`src/rtl/core/galp_pkg.sv`:
```
// Shared constants and types for the adaptive gravity low-pass filter.
package galp_pkg;

    localparam int SAMPLE_W    = 20;
    localparam int TIME_W      = 48;
    localparam int FRAC_W      = 16;
    localparam int GRAV_W      = 16;
    localparam int G_W         = 15;
    localparam int TAU_W       = 24;
    localparam int THR_W       = 16;
    localparam int NORM_W      = 20;
    localparam int SQ_W        = 40;
    localparam int DIV_W       = 49;
    localparam int DIV_CNT_W   = 6;
    localparam int SQRT_CNT_W  = 5;
    localparam int ALPHA_W     = FRAC_W + 1;
    localparam int PROD_W      = 34;
    localparam int BLEND_W     = 35;
    localparam int LANES       = 3;
    localparam int CFG_W       = 24;
    localparam int CFG_IDX_W   = 3;
    localparam int IN_DATA_W   = 112;
    localparam int OUT_DATA_W  = 104;

    localparam logic [ALPHA_W-1:0] ALPHA_ONE = ALPHA_W'(1) << FRAC_W;

    localparam logic [CFG_IDX_W-1:0] REG_GRAV     = 3'd0;
    localparam logic [CFG_IDX_W-1:0] REG_TAU_LOW  = 3'd1;
    localparam logic [CFG_IDX_W-1:0] REG_TAU_MID  = 3'd2;
    localparam logic [CFG_IDX_W-1:0] REG_TAU_HIGH = 3'd3;
    localparam logic [CFG_IDX_W-1:0] REG_ERR_LOW  = 3'd4;
    localparam logic [CFG_IDX_W-1:0] REG_ERR_HIGH = 3'd5;

    typedef struct packed {
        logic load;
        logic scale_go;
        logic blend_go;
    } lane_cmd_t;

    typedef struct packed {
        logic scale_done;
        logic blend_done;
    } lane_sts_t;

endpackage

```
`src/rtl/core/galp_sqrt.sv`:
```
// Integer square root, one result bit per cycle.
module galp_sqrt (
    input  logic                        aclk,
    input  logic                        aresetn,
    input  logic                        start,
    input  logic [galp_pkg::SQ_W-1:0]   radicand,
    output logic                        done,
    output logic [galp_pkg::NORM_W-1:0] root
);
    import galp_pkg::*;

    logic [SQ_W-1:0]       v_reg;
    logic [NORM_W:0]       rem_reg;
    logic [NORM_W:0]       rem_next;
    logic [NORM_W-1:0]     root_reg;
    logic [SQRT_CNT_W-1:0] cnt_reg;
    logic                  run_reg;
    logic                  done_reg;
    logic [NORM_W+2:0]     rem_sh;
    logic [NORM_W+2:0]     trial;
    logic                  fits;

    always_comb begin
        rem_sh   = {rem_reg, v_reg[SQ_W-1:SQ_W-2]};
        trial    = {1'b0, root_reg, 2'b01};
        fits     = rem_sh >= trial;
        rem_next = fits ? (NORM_W+1)'(rem_sh - trial) : rem_sh[NORM_W:0];
    end

    always_ff @(posedge aclk) begin
        if (!aresetn) begin
            run_reg  <= 1'b0;
            done_reg <= 1'b0;
            cnt_reg  <= '0;
        end else begin
            done_reg <= 1'b0;
            if (start) begin
                run_reg <= 1'b1;
                cnt_reg <= SQRT_CNT_W'(NORM_W);
            end else if (run_reg) begin
                cnt_reg <= cnt_reg - 1'b1;
                if (cnt_reg == SQRT_CNT_W'(1)) begin
                    run_reg  <= 1'b0;
                    done_reg <= 1'b1;
                end
            end
        end
    end

    always_ff @(posedge aclk) begin
        if (start) begin
            v_reg    <= radicand;
            rem_reg  <= '0;
            root_reg <= '0;
        end else if (run_reg) begin
            v_reg    <= {v_reg[SQ_W-3:0], 2'b00};
            rem_reg  <= rem_next;
            root_reg <= {root_reg[NORM_W-2:0], fits};
        end
    end

    assign done = done_reg;
    assign root = root_reg;

endmodule

```
`config.mk`:
```
export PLATFORM = sky130hd
export DESIGN_NAME = galp_sqrt
export DESIGN_NICKNAME = d
export VERILOG_FILES = /design/src/rtl/core/galp_pkg.sv /design/src/rtl/core/galp_sqrt.sv
export SDC_FILE = /design/constraint.sdc
export NUM_CORES = 1
export LEC_CHECK = 0
export ABC_AREA = 1
export BUFFER_PORTS_ARGS = -buffer_cell sky130_fd_sc_hd__buf_2
export CORE_MARGIN = 2
export CORE_UTILIZATION = 44
export CTS_CLUSTER_DIAMETER = 80
export DETAILED_ROUTE_END_ITERATION = 8
export SLEW_MARGIN = 20
export SYNTH_ARGS = -nofsm -noshare
export SYNTH_HDL_FRONTEND = slang
export SYNTH_SLANG_ARGS = --single-unit
```
`constraint.sdc`:
```
create_clock -name aclk -period 4.9 [get_ports aclk]
set_input_delay 0.245 -clock aclk [delete_from_list [all_inputs] [get_ports aclk]]
set_output_delay 0.245 -clock aclk [all_outputs]
set_load 0.005 [all_outputs]
```
After elaboration in Yosys (flattened, before gate mapping)
Cells that the tools add are included.
- bitwise operators: 2
- add/subtract/negate cells: 2
- reductions and logical operators: 3
- eq/ne operators: 1
- multiplexer cells: 9
- order comparisons: 1
- operator list (kind ; number):
    40-bit 2-to-1 mux ; 2
    23-bit by 22-bit greater-or-equal comparator with 1-bit output ; 1
    21-bit 2-to-1 mux ; 1
    21-bit subtractor ; 1
    5-bit 2-to-1 mux ; 2
    5-bit by 1-bit equality test with 1-bit output, second input constant ; 1
    5-bit by 1-bit subtractor with 5-bit output, second input constant ; 1
    1-bit 2-to-1 mux ; 4
    3-bit OR reduction ; 1
    1-bit NOT ; 2
    2-bit nonzero test ; 1
    2-bit OR reduction ; 1
- bits in registers: 88
- output and inout bits: 21

Logic depth before layout (Yosys ltp)
- depth in word-level cells: 4
- mapped depth: 16
- depth with buffers taken out: 16

Worst setup path before layout
Ideal clock, no wire load.
- kind: reg-to-reg
- start point: reg run_reg
- end point: reg v_reg[0], enable pin
- setup time: 0.420 ns
- cell stages (with the launch flop): 4
- period minus slack after synthesis: 2.326 ns
- required time: 4.480 ns
- setup slack: 2.574 ns
- data arrival time: 1.906 ns
- cells stage by stage: dfxtp_1 > clkinv_1 > nand2_1 > clkbuf_1
- word-level cells in the longest chain between the ends: 1
- ends and longest elaborated chain (item ; RTL line ; RTL):
    from (decl) ; galp_sqrt.sv:17 ; logic run_reg;
    from (signal assigned) ; galp_sqrt.sv:32 ; run_reg <= 1'b0;
    from (signal assigned) ; galp_sqrt.sv:38 ; run_reg <= 1'b1;
    from (signal assigned) ; galp_sqrt.sv:43 ; run_reg <= 1'b0;
    2-bit nonzero test (no source line) ; -- ;
    to (signal assigned) ; galp_sqrt.sv:52 ; v_reg <= radicand;
    to (signal assigned) ; galp_sqrt.sv:56 ; v_reg <= {v_reg[SQ_W-3:0], 2'b00};
    to (decl) ; galp_sqrt.sv:12 ; logic [SQ_W-1:0] v_reg;
No other way between the ends.
A chain may end at the register's enable or synchronous reset.

Worst setup path after layout
- start point: reg root_reg[0], in the netlist root[0]
- end point: reg rem_reg[5]
- word-level cells in the longest chain between the ends: 2
- ends and longest elaborated chain (item ; RTL line ; RTL):
    from (decl) ; galp_sqrt.sv:15 ; logic [NORM_W-1:0] root_reg;
    from (signal assigned) ; galp_sqrt.sv:58 ; root_reg <= {root_reg[NORM_W-2:0], fits};
    21-bit subtractor or 23-bit by 22-bit greater-or-equal comparator with 1-bit output (tied branches) ; galp_sqrt.sv:27, galp_sqrt.sv:26 ;
    21-bit 2-to-1 mux (*) ; galp_sqrt.sv:27 ; rem_next = fits ? (NORM_W+1)'(rem_sh - trial) : rem_sh[NORM_W:0];
    to (signal assigned) ; galp_sqrt.sv:57 ; rem_reg <= rem_next;
    to (decl) ; galp_sqrt.sv:13 ; logic [NORM_W:0] rem_reg;
Mark *: on every way between the ends. The rest lies on a longest branch, timed or not.

==> results.cfg <==
[sta]
clock_skew_ns = 0.00950
fin_crit_sh = 0.565
finalMaxSlewViolations = 0
slew_headroom = 0.302
rsz0062_at_grt = no
whs_ns = 0.140
fmax_mhz = 361
setup_violations = 0
postLayoutSetupSlackWorst_ns = 2.13
finalCriticalPeriod_ns = 2.77
worst_slew_pin_slew_ns = 1.05
tns_ns = 0
finalHoldViolations = 0

[pwr]
p_int_w = 0.00162
peakVddDrop_mv = 0.217
power.leakage_nw = 3.21
swShare = 0.429
powerDensity_nw_per_um2 = 476
p_total_w = 0.00284
p_clk_frac = 0.230
seq_power_share = 0.314
p_sw_w = 0.00122
combinationalPowerShare = 0.456

[clocking]
htreeDepth = 3
postCtsHoldBufs = 0
cts_tree = yes
cts_resized = 0
clock_latency_ns = 0.35
clk_pin_slew_ns = 0.06
cts.sinks = 88
numCtsBuffers = 9
clockBufferDepth = 2
cts_setup_buffers = 0
cts-root-buf = clkbuf_16

[min_path]
hold_class = primary input to flop

[route]
antenna_left = 0
drtIter0Drc = 206
drcViolationCount = 0
routed_wl_mm = 12.9
wl_per_cell_um = 13.1
vias = 4813
vias_per_cell = 4.91
dr.pass1.iters = 5

[floorplan]
die_x_um = 113
fp-row-count = 39
ios = 64
die_area_sq_um = 12900
die_h_um = 113
core_sq_um = 11600
initial_core_util = 0.456

[global_route]
antenna_found_initial = 0
grt_use_total = 0.220
grt_max_degree = 61
grt-ovfl-total = 0
grt_pass1_vias = 4782
grt_pass1_wl_mm = 22.6

[critical_path]
critical_path_class = flop to flop
r2r_slack_ns = 2.13
rr_startpoint = root[0]
setup.worst_path.end = rem_reg[5]
worst-r2r-cell-count = 11
critPathArrivalTime_ns = 3.03
crit_path_end_kind = flop
crit_start = root[0]
cp.required_ns = 5.16
crit_path_start_kind = flop
path_max_fanout = 20
worst_r2r_endpoint = rem_reg[5]

[synthesis]
syn_area_per_cell_sq_um = 6.78
yosysWarnings = 0
yosysUniqueCellTypes = 33
synthCells = 777
synth-seq-area-share = 0.410
synth_area_sq_um = 5270
postSynthRegisterBits = 88
syn_nets = 844

[placement]
place_hpwl_mm = 9.49
dp_slack_ns = 2.17
numPortBuffers = 63
routabilityCongestion = 0.912
placed_cell_area_sq_um = 5680

[layout]
fin_nets = 899
drive_gt1_frac = 0.118
n_antenna_cell = 0
largest_reg_flops = 40
area_delta_synth_final_pct = 13.0
design_area_sq_um = 5960

[flow_run]
drv_cap = 0

[run_status]
status = complete, no violations
[power groups by stage]
stage | clock [W] | combinational (W) | sequential [W]
floorplan | 0 | 0.00104 | 0.000892
global placement | 0 | 0.00127 | 0.000906
detailed placement | 0 | 0.00128 | 0.000905
CTS | 0.000673 | 0.00128 | 0.000890
global route | 0.000697 | 0.00151 | 0.000899
finish | 0.000652 | 0.00129 | 0.000890
[worst min path at each step]
stage | start | end | slack, ns | depth (start not counted)
finish | aresetn | cnt_reg[2] | 0.14 | 3
global route | radicand[1] | v_reg[1] | 0.15 | 3
CTS | aresetn | cnt_reg[2] | 0.13 | 3
detailed placement | cnt_reg[4] | cnt_reg[4] | 0.47 | 2
global placement | cnt_reg[4] | cnt_reg[4] | 0.45 | 2
floorplan | aresetn | cnt_reg[2] | 0.36 | 2
[per-layer routing]
metal  track usage  wire (um)
met5             0          0
met4        0.0650        270
met3        0.0542        671
met2         0.334       5390
met1         0.313       6530
[worst max-delay path, cell delays in order (launching register included)]
cell	delay (ns)
dfxtp_1	0.32
inv_1	0.07
ha_1	0.41
a21oi_2	0.15
nand2_1	0.11
nand2_1	0.09
nand2_2	0.08
nand2_1	0.09
nand4_2	0.45
nor2_2	0.61
nand2_1	0.10
a21oi_1	0.19
[layout by cell type (no fill, tap or decap), types with 2 or more instances in the layout]
master and instances:
a21oi_1 19, clkinv_2 3, o22ai_1 19, nand4_1 10, ha_1 24, xnor2_1 2, inv_1 123, nor3_1 4
edfxtp_1 40, and2_1 2, clkbuf_16 9, o21bai_1 2, o21ai_0 4, inv_2 2, nand2_2 4, xor2_1 5
nor2_2 8, nand3_1 49, a211oi_1 2, buf_2 63, nand2_1 319, clkinv_1 2, buf_4 4, dfxtp_1 48
nor2_1 59, o211ai_1 2
[Yosys cell counts, drive strengths merged]
| master | count | area share |
|---|---|---|
| clkbuf | 13 | 0.0093 |
| nand3 | 50 | 0.048 |
| nand2 | 323 | 0.23 |
| o31ai | 1 | 0.0014 |
| dfxtp | 48 | 0.18 |
| xnor2 | 2 | 0.0033 |
| nand4 | 11 | 0.014 |
| xor2 | 5 | 0.0083 |
| clkinv | 2 | 0.0014 |
| o21bai | 2 | 0.0028 |
| and2 | 2 | 0.0024 |
| a21oi | 20 | 0.020 |
| a211oi | 2 | 0.0028 |
| a31oi | 1 | 0.0012 |
| ha | 24 | 0.057 |
| o211ai | 2 | 0.0028 |
| edfxtp | 40 | 0.23 |
| o22ai | 19 | 0.023 |
| o21ai | 4 | 0.0038 |
| buf | 10 | 0.012 |
| nor2 | 67 | 0.052 |
| inv | 125 | 0.089 |
| nor3 | 4 | 0.0038 |
[stage by stage]
| stage | utilization | cells |
|---|---|---|
| 3_5_place_dp | 0.491 | 964 |
| 5_1_grt | 0.515 | 980 |
| 2_1_floorplan | - | 777 |
| 4_1_cts | 0.515 | 980 |
| 3_3_place_gp | 0.491 | 964 |
| 6_report | 0.515 | 980 |
[cells by family (layout without fill, tap and decap cells)]
family          Yosys count  after routing  share of synthesized area
buf+inv                 150            210                      0.112
flops                    88             88                      0.410
xor+xnor                  7              7                     0.0116
simple gates            457            457                      0.352
fa+ha+maj                24             24                     0.0570
compound gates           51             51                     0.0572
[layout make-up]
cell class	count	area, sq um
fillers	1198	5610
multi-input cells	539	2520
flip-flops and latches	88	2160
inverters	127	477
repair buffers	67	345
clock buffers	10	229
well taps	143	179
clock inverters	6	43.8
Power figures use the tool's default switching activity.
