## config.mk

```make
export PLATFORM = sky130hd
export DESIGN_NAME = galp_div
export DESIGN_NICKNAME = d
export VERILOG_FILES = /design/src/rtl/core/galp_pkg.sv /design/src/rtl/core/galp_div.sv
export SDC_FILE = /design/constraint.sdc
export NUM_CORES = 1
export LEC_CHECK = 0
export BUFFER_PORTS_ARGS = -buffer_cell sky130_fd_sc_hd__buf_2
export CORE_UTILIZATION = 52
export DETAILED_ROUTE_END_ITERATION = 10
export MAX_ROUTING_LAYER = met4
export PLACE_DENSITY = 0.89
export RECOVER_POWER = 25
export SLEW_MARGIN = 20
export SYNTH_ARGS = -nofsm -noshare
export SYNTH_HDL_FRONTEND = slang
export SYNTH_SLANG_ARGS = --single-unit
```

## constraint.sdc

```tcl
create_clock -name aclk -period 2.8 [get_ports aclk]
set_input_delay 0.7 -clock aclk [delete_from_list [all_inputs] [get_ports aclk]]
set_output_delay 0.7 -clock aclk [all_outputs]
set_load 0.02 [all_outputs]
```

## src/rtl/core/galp_pkg.sv

```systemverilog
// Shared constants and types for the adaptive gravity low-pass filter.
package galp_pkg;

    localparam int SAMPLE_W    = 20;
    localparam int TIME_W      = 48;
    localparam int FRAC_W      = 16;
    localparam int GRAV_W      = 16;
    localparam int G_W         = 15;
    localparam int TAU_W       = 24;
    localparam int THR_W       = 16;
    localparam int NORM_W      = 20;
    localparam int SQ_W        = 40;
    localparam int DIV_W       = 49;
    localparam int DIV_CNT_W   = 6;
    localparam int SQRT_CNT_W  = 5;
    localparam int ALPHA_W     = FRAC_W + 1;
    localparam int PROD_W      = 34;
    localparam int BLEND_W     = 35;
    localparam int LANES       = 3;
    localparam int CFG_W       = 24;
    localparam int CFG_IDX_W   = 3;
    localparam int IN_DATA_W   = 112;
    localparam int OUT_DATA_W  = 104;

    localparam logic [ALPHA_W-1:0] ALPHA_ONE = ALPHA_W'(1) << FRAC_W;

    localparam logic [CFG_IDX_W-1:0] REG_GRAV     = 3'd0;
    localparam logic [CFG_IDX_W-1:0] REG_TAU_LOW  = 3'd1;
    localparam logic [CFG_IDX_W-1:0] REG_TAU_MID  = 3'd2;
    localparam logic [CFG_IDX_W-1:0] REG_TAU_HIGH = 3'd3;
    localparam logic [CFG_IDX_W-1:0] REG_ERR_LOW  = 3'd4;
    localparam logic [CFG_IDX_W-1:0] REG_ERR_HIGH = 3'd5;

    typedef struct packed {
        logic load;
        logic scale_go;
        logic blend_go;
    } lane_cmd_t;

    typedef struct packed {
        logic scale_done;
        logic blend_done;
    } lane_sts_t;

endpackage

```

## src/rtl/core/galp_div.sv

```systemverilog
// Restoring divider, one quotient bit per cycle.
module galp_div (
    input  logic                        aclk,
    input  logic                        aresetn,
    input  logic                        start,
    input  logic [galp_pkg::DIV_W-1:0]  num,
    input  logic [galp_pkg::DIV_W-1:0]  den,
    output logic                        done,
    output logic [galp_pkg::DIV_W-1:0]  quot
);
    import galp_pkg::*;

    logic [DIV_W-1:0]     q_reg;
    logic [DIV_W-1:0]     d_reg;
    logic [DIV_W-1:0]     r_reg;
    logic [DIV_W-1:0]     r_next;
    logic [DIV_CNT_W-1:0] cnt_reg;
    logic                 run_reg;
    logic                 done_reg;
    logic [DIV_W:0]       trial;
    logic                 fits;

    always_comb begin
        trial  = {r_reg, q_reg[DIV_W-1]};
        fits   = trial >= {1'b0, d_reg};
        r_next = fits ? DIV_W'(trial - {1'b0, d_reg}) : trial[DIV_W-1:0];
    end

    always_ff @(posedge aclk) begin
        if (!aresetn) begin
            run_reg  <= 1'b0;
            done_reg <= 1'b0;
            cnt_reg  <= '0;
        end else begin
            done_reg <= 1'b0;
            if (start) begin
                run_reg <= 1'b1;
                cnt_reg <= DIV_CNT_W'(DIV_W);
            end else if (run_reg) begin
                cnt_reg <= cnt_reg - 1'b1;
                if (cnt_reg == DIV_CNT_W'(1)) begin
                    run_reg  <= 1'b0;
                    done_reg <= 1'b1;
                end
            end
        end
    end

    always_ff @(posedge aclk) begin
        if (start) begin
            q_reg <= num;
            d_reg <= den;
            r_reg <= '0;
        end else if (run_reg) begin
            r_reg <= r_next;
            q_reg <= {q_reg[DIV_W-2:0], fits};
        end
    end

    assign done = done_reg;
    assign quot = q_reg;

endmodule

```

# [Word-level counts from Yosys, hierarchy flattened]
# Index checks and enable logic that the tools add are counted.
[word_totals] reg_bits=155 out_inout_bits=50 wordCells=25
[classes] addsub=2 n_lt_le_gt_ge=1 eq_ne=1 mux=9 n_bitwise=2 n_reduce_logical=3
[op_table] operator="2-to-1 mux 49 bit" count=3
[op_table] operator="greater-or-equal comparator 50 x 49 -> 1 bit" count=1
[op_table] operator="subtractor 49 bit" count=1
[op_table] operator="2-to-1 mux 6 bit" count=2
[op_table] operator="== test 6 x 1 -> 1 bit, second input constant" count=1
[op_table] operator="subtractor 6 x 1 -> 6 bit, second input constant" count=1
[op_table] operator="2-to-1 mux 1 bit" count=4
[op_table] operator="OR reduction 3 bit" count=1
[op_table] operator="inverter 1 bit" count=2
[op_table] operator="nonzero test 2 bit" count=1
[op_table] operator="OR reduction 2 bit" count=1

# [Longest topological paths before layout]
[depth] ltp_word=4 mapped_depth=16 ltp_nobuf=14

# [Least setup slack after synthesis]
# No wires, ideal clock.
[synth_timing] path_type="reg2reg" start="register q_reg[48] (netlist: quot[48])" end="register r_reg[43]" setup_ns=0.079 arrival_time_ns=2.972 t_required_ns=2.721 setup_slack_ns=-0.251 path_stages_with_launch=15 n_path_buf=2 synth_period_minus_slack_ns=3.051 cell_sequence="edfxtp_1 inv_1 ha_1 inv_1 fa_1 a211oi_1 o21ai_1 nand3_1 and3_1 o21ba_1 o41a_1 buf_2 clkbuf_1 o221ai_1 a211oi_2"
[synth_via] elab_chain_cells=2
[synth_rtl] element="start, declared" line="galp_div.sv:13" rtl="logic [DIV_W-1:0] q_reg;"
[synth_rtl] element="start signal, assigned" line="galp_div.sv:51" rtl="q_reg <= num;"
[synth_rtl] element="start signal, assigned" line="galp_div.sv:56" rtl="q_reg <= {q_reg[DIV_W-2:0], fits};"
[synth_rtl] element="subtractor 49 bit / greater-or-equal comparator 50 x 49 -> 1 bit (equally long branches)" line="galp_div.sv:26, galp_div.sv:25"
[synth_rtl] element="2-to-1 mux 49 bit *" line="galp_div.sv:26" rtl="r_next = fits ? DIV_W'(trial - {1'b0, d_reg}) : trial[DIV_W-1:0];"
[synth_rtl] element="end signal, assigned" line="galp_div.sv:55" rtl="r_reg <= r_next;"
[synth_rtl] element="end, declared" line="galp_div.sv:15" rtl="logic [DIV_W-1:0] r_reg;"
# Mark *: on every way between the ends. The rest lies on a longest branch, timed or not.
# A chain may end at the register's enable or synchronous reset.

# [Final worst setup path]
[layout_timing] start="register d_reg[41]" end="register r_reg[25]"
[layout_via] elab_chain_cells=2
[layout_rtl] element="start, declared" line="galp_div.sv:14" rtl="logic [DIV_W-1:0] d_reg;"
[layout_rtl] element="start signal, assigned" line="galp_div.sv:52" rtl="d_reg <= den;"
[layout_rtl] element="greater-or-equal comparator 50 x 49 -> 1 bit" line="galp_div.sv:25" rtl="fits = trial >= {1'b0, d_reg};"
[layout_rtl] element="2-to-1 mux 49 bit" line="galp_div.sv:26"
# No other way between the ends.

==> results.sh <==
export IMPL_postSynthRegisterBits=155
export IMPL_timing_hold_worst_class="primary input to register"
export IMPL_fin_hold_ws_ns=0.427
export IMPL_num_rows=47
export IMPL_place_inst=1329
export IMPL_cap_violations=0
export IMPL_p_int_mw=5.05
export IMPL_end_kind="register"
export IMPL_ys_warn_count=0
export IMPL_synth_ff_type="edfxtp_1"
export IMPL_die_area_sq_um=17500
export IMPL_grt_pass1_wl_mm=38.9
export IMPL_synth_area_sq_um=8830
export IMPL_num_io_pins=151
export IMPL_track_usage=0.288
export IMPL_combPwrFrac=0.331
export IMPL_start_util=0.533
export IMPL_irDropWorstVdd_mv=0.518
export IMPL_antenna_found_initial=1
export IMPL_cts_buffers=17
export IMPL_vias_per_cell=6.28
export IMPL_finalCritPeriodShare=1.10
export IMPL_final_instance_count_excl_fill=1389
export IMPL_syn2layout_area_growth_pct=40.4
export IMPL_die_y_microns=132
export IMPL_synth_edf_count=98
export IMPL_cp_arrival_ns=3.36
export IMPL_skew_ns=0.0124
export IMPL_postSynthCellCount=893
export IMPL_synth_top_area_frac=0.333
export IMPL_tightest_slew_ns=1.07
export IMPL_dp_slack_ns=-0.190
export IMPL_hpwl_mm=16.7
export IMPL_synth_top_cell_by_area="edfxtp_1"
export IMPL_synth_mux_area_frac=0.0762
export IMPL_status="finished with violations"
export IMPL_remaining_drc_errors=1
export IMPL_rsz0062_at_grt="yes"
export IMPL_fin_crit_ns=3.08
export IMPL_synth_most_common_cell="edfxtp_1"
export IMPL_nets=1308
export IMPL_p_leak_nw=5.27
export IMPL_critPathMaxFanout=7
export IMPL_setup_violations_final=50
export IMPL_layout_drive_gt1_share=0.442
export IMPL_slew_violations=0
export IMPL_tritoncts="built"
export IMPL_path_class="register to register"
export IMPL_final_antenna_net_count=0
export IMPL_grt_max_degree=102
export IMPL_ys_async_sr_fraction=0
export IMPL_cp_start_kind="register"
export IMPL_portBuffers=150
export IMPL_wl_mm=29.3
export IMPL_violations="DRC, setup timing"
export IMPL_synth_top_family_by_area="compound AO/OA/AOI/OAI gates"
export IMPL_net_switching_power_mw=2.64
export IMPL_cts_buffer_depth=2
export IMPL_final_core_util=0.748
export IMPL_ys_types=56
export IMPL_cts_sinks=155
export IMPL_sequentialPowerShare=0.364
export IMPL_clk_insertion_delay_late_ns=0.44
export IMPL_die_width_microns=132
export IMPL_wire_per_inst_microns=21.1
export IMPL_layout_setup_ws_ns=-0.277
export IMPL_place_gp_congestion=0.911
export IMPL_grt_overflow=0
export IMPL_synthAdderAreaFrac=0.0745
export IMPL_hold_viol=0
export IMPL_synth_compound_area_frac=0.186
export IMPL_yosys_area_share_xor_xnor=0.0466
export IMPL_path_clk_slew_ns=0.07
export IMPL_yosys_area_share_simple=0.107
export IMPL_synth_area_top_cells="edfxtp_1 (33%), dfxtp_1 (13%), ha_1 (7.2%)"
export IMPL_p_clk_frac=0.305
export IMPL_swShare=0.343
export IMPL_vias=8716
export IMPL_multi_input_comb_area_sq_um=5190
export IMPL_dr_pass1_iters=10
export IMPL_nFillCells=989
export IMPL_power_density_nw_per_um2=620
export IMPL_synthesis_nets=1046
export IMPL_synth_common_cells="edfxtp_1 (98), nor2_1 (96), a21oi_1 (89)"
export IMPL_htree_levels=4
export IMPL_max_slew_margin_rel=0.283
export IMPL_drt_initial_drc_count=1128
export IMPL_worstPathRequired_ns=3.08
export IMPL_synth_seq_area_share=0.462
export IMPL_core_region_area_sq_um=16600
export IMPL_grt_pass1_vias=8103
export IMPL_timing_fmax_mhz=325
export IMPL_root_buffer="clkbuf_16"
export IMPL_register_area_sq_um=4090
export IMPL_avgSynthCellArea_sq_um=9.89
routing by layer:
metal,global-route usage,share of wire,up-vias
met5,-,0,-
met4,0.133,0.060,0
met3,0.0634,0.088,208
met2,0.480,0.48,621
met1,0.331,0.37,4114
li1,-,-,3773
kinds of logic after synthesis:
family / count (synthesis)
adders and majority gates: 52
muxes: 61
DFF: 155
buffers and inverters: 109
and+or+nand+nor: 213
xor gates and xnor gates: 47
AOI/OAI and AO/OA: 256
power groups by stage:
stage / Combinational [mW] / Sequential, mW / Clock [mW]
final: 2.54 / 2.80 / 2.35
after global routing: 2.68 / 2.82 / 2.43
after CTS: 1.98 / 2.79 / 2.35
after detailed placement: 1.88 / 2.82 / 0
after global placement: 1.82 / 2.82 / 0
after floorplan: 1.10 / 2.90 / 0
area by class of cell:
| type | count | share of cell area |
|---|---|---|
| clock buffer | 19 | 0.0349 |
| antenna | 1 | 0.000202 |
| clock inverter | 13 | 0.0124 |
| multi-input combinational | 630 | 0.418 |
| inverter | 67 | 0.0203 |
| sequential | 155 | 0.329 |
| timing repair buffer | 284 | 0.162 |
| tap | 220 | 0.0222 |
metrics by stage:
step | power, mW | TNS, ns | cell area, sq um
after floorplan | 4.00 | -1.86 | 8920
after global placement | 4.64 | -0.966 | 10600
after detailed placement | 4.70 | -5.01 | 10600
after CTS | 7.12 | -0.502 | 11500
after global routing | 7.93 | -15.26 | 12400
final | 7.69 | -9.49 | 12400
critical path, cell delays in order, from the launching register on:
cell and delay, ns:
edfxtp_1 0.33, inv_1 0.04, ha_1 0.34, buf_4 0.16
nand4_1 0.19, nor4_1 0.13, a211oi_2 0.26, o21ai_1 0.12
a211oi_2 0.39, o41a_4 0.34, buf_6 0.15, clkbuf_16 0.15
mux2i_1 0.21, a211oi_1 0.09
cells in the final DEF (no fill, tap or decap), drive strengths merged, types with 2 or more instances in the layout:
cell	synthesis	routed
a211oi	45	45
a21boi	3	3
a21o	14	14
a21oi	89	89
a221o	2	2
a22oi	7	7
a31oi	6	6
and3	7	7
buf	3	278
clkbuf	39	25
clkinv	1	5
dfxtp	57	57
edfxtp	98	98
ha	51	51
inv	66	73
mux2	50	50
mux2i	11	11
nand2	55	55
nand2b	7	7
nand3	10	10
nand3b	3	3
nand4	13	13
nor2	96	96
nor2b	4	4
nor3	7	7
nor4	6	6
o211ai	7	7
o21a	7	7
o21ai	45	45
o21ba	2	2
o21bai	11	11
o221ai	3	3
o22ai	2	2
o31ai	4	4
o41a	1	2
o41ai	2	2
xnor2	27	27
xor2	20	20
timing repair:
| action | 4_1_cts | 5_1_grt |
|---|---|---|
| pin swaps | 33 | 68 |
| endpoints found under the hold margin | 0 | 0 |
| cloned | 1 | 9 |
| hold buffers | 0 | 0 |
| resized for setup | 49 | 159 |
| buffers inserted | 7 | 11 |
| endpoints found under the setup margin | 49 | 50 |
worst paths after layout:
path,from,to,slack [ns],cells after the start
max,d_reg[41],r_reg[25],-0.28,13
min,den[7],d_reg[7],0.43,1
max reg2reg,d_reg[41],r_reg[25],-0.28,13
min reg2reg,r_reg[22],r_reg[22],0.52,2
Note: power is estimated with default switching activity, not from simulation.
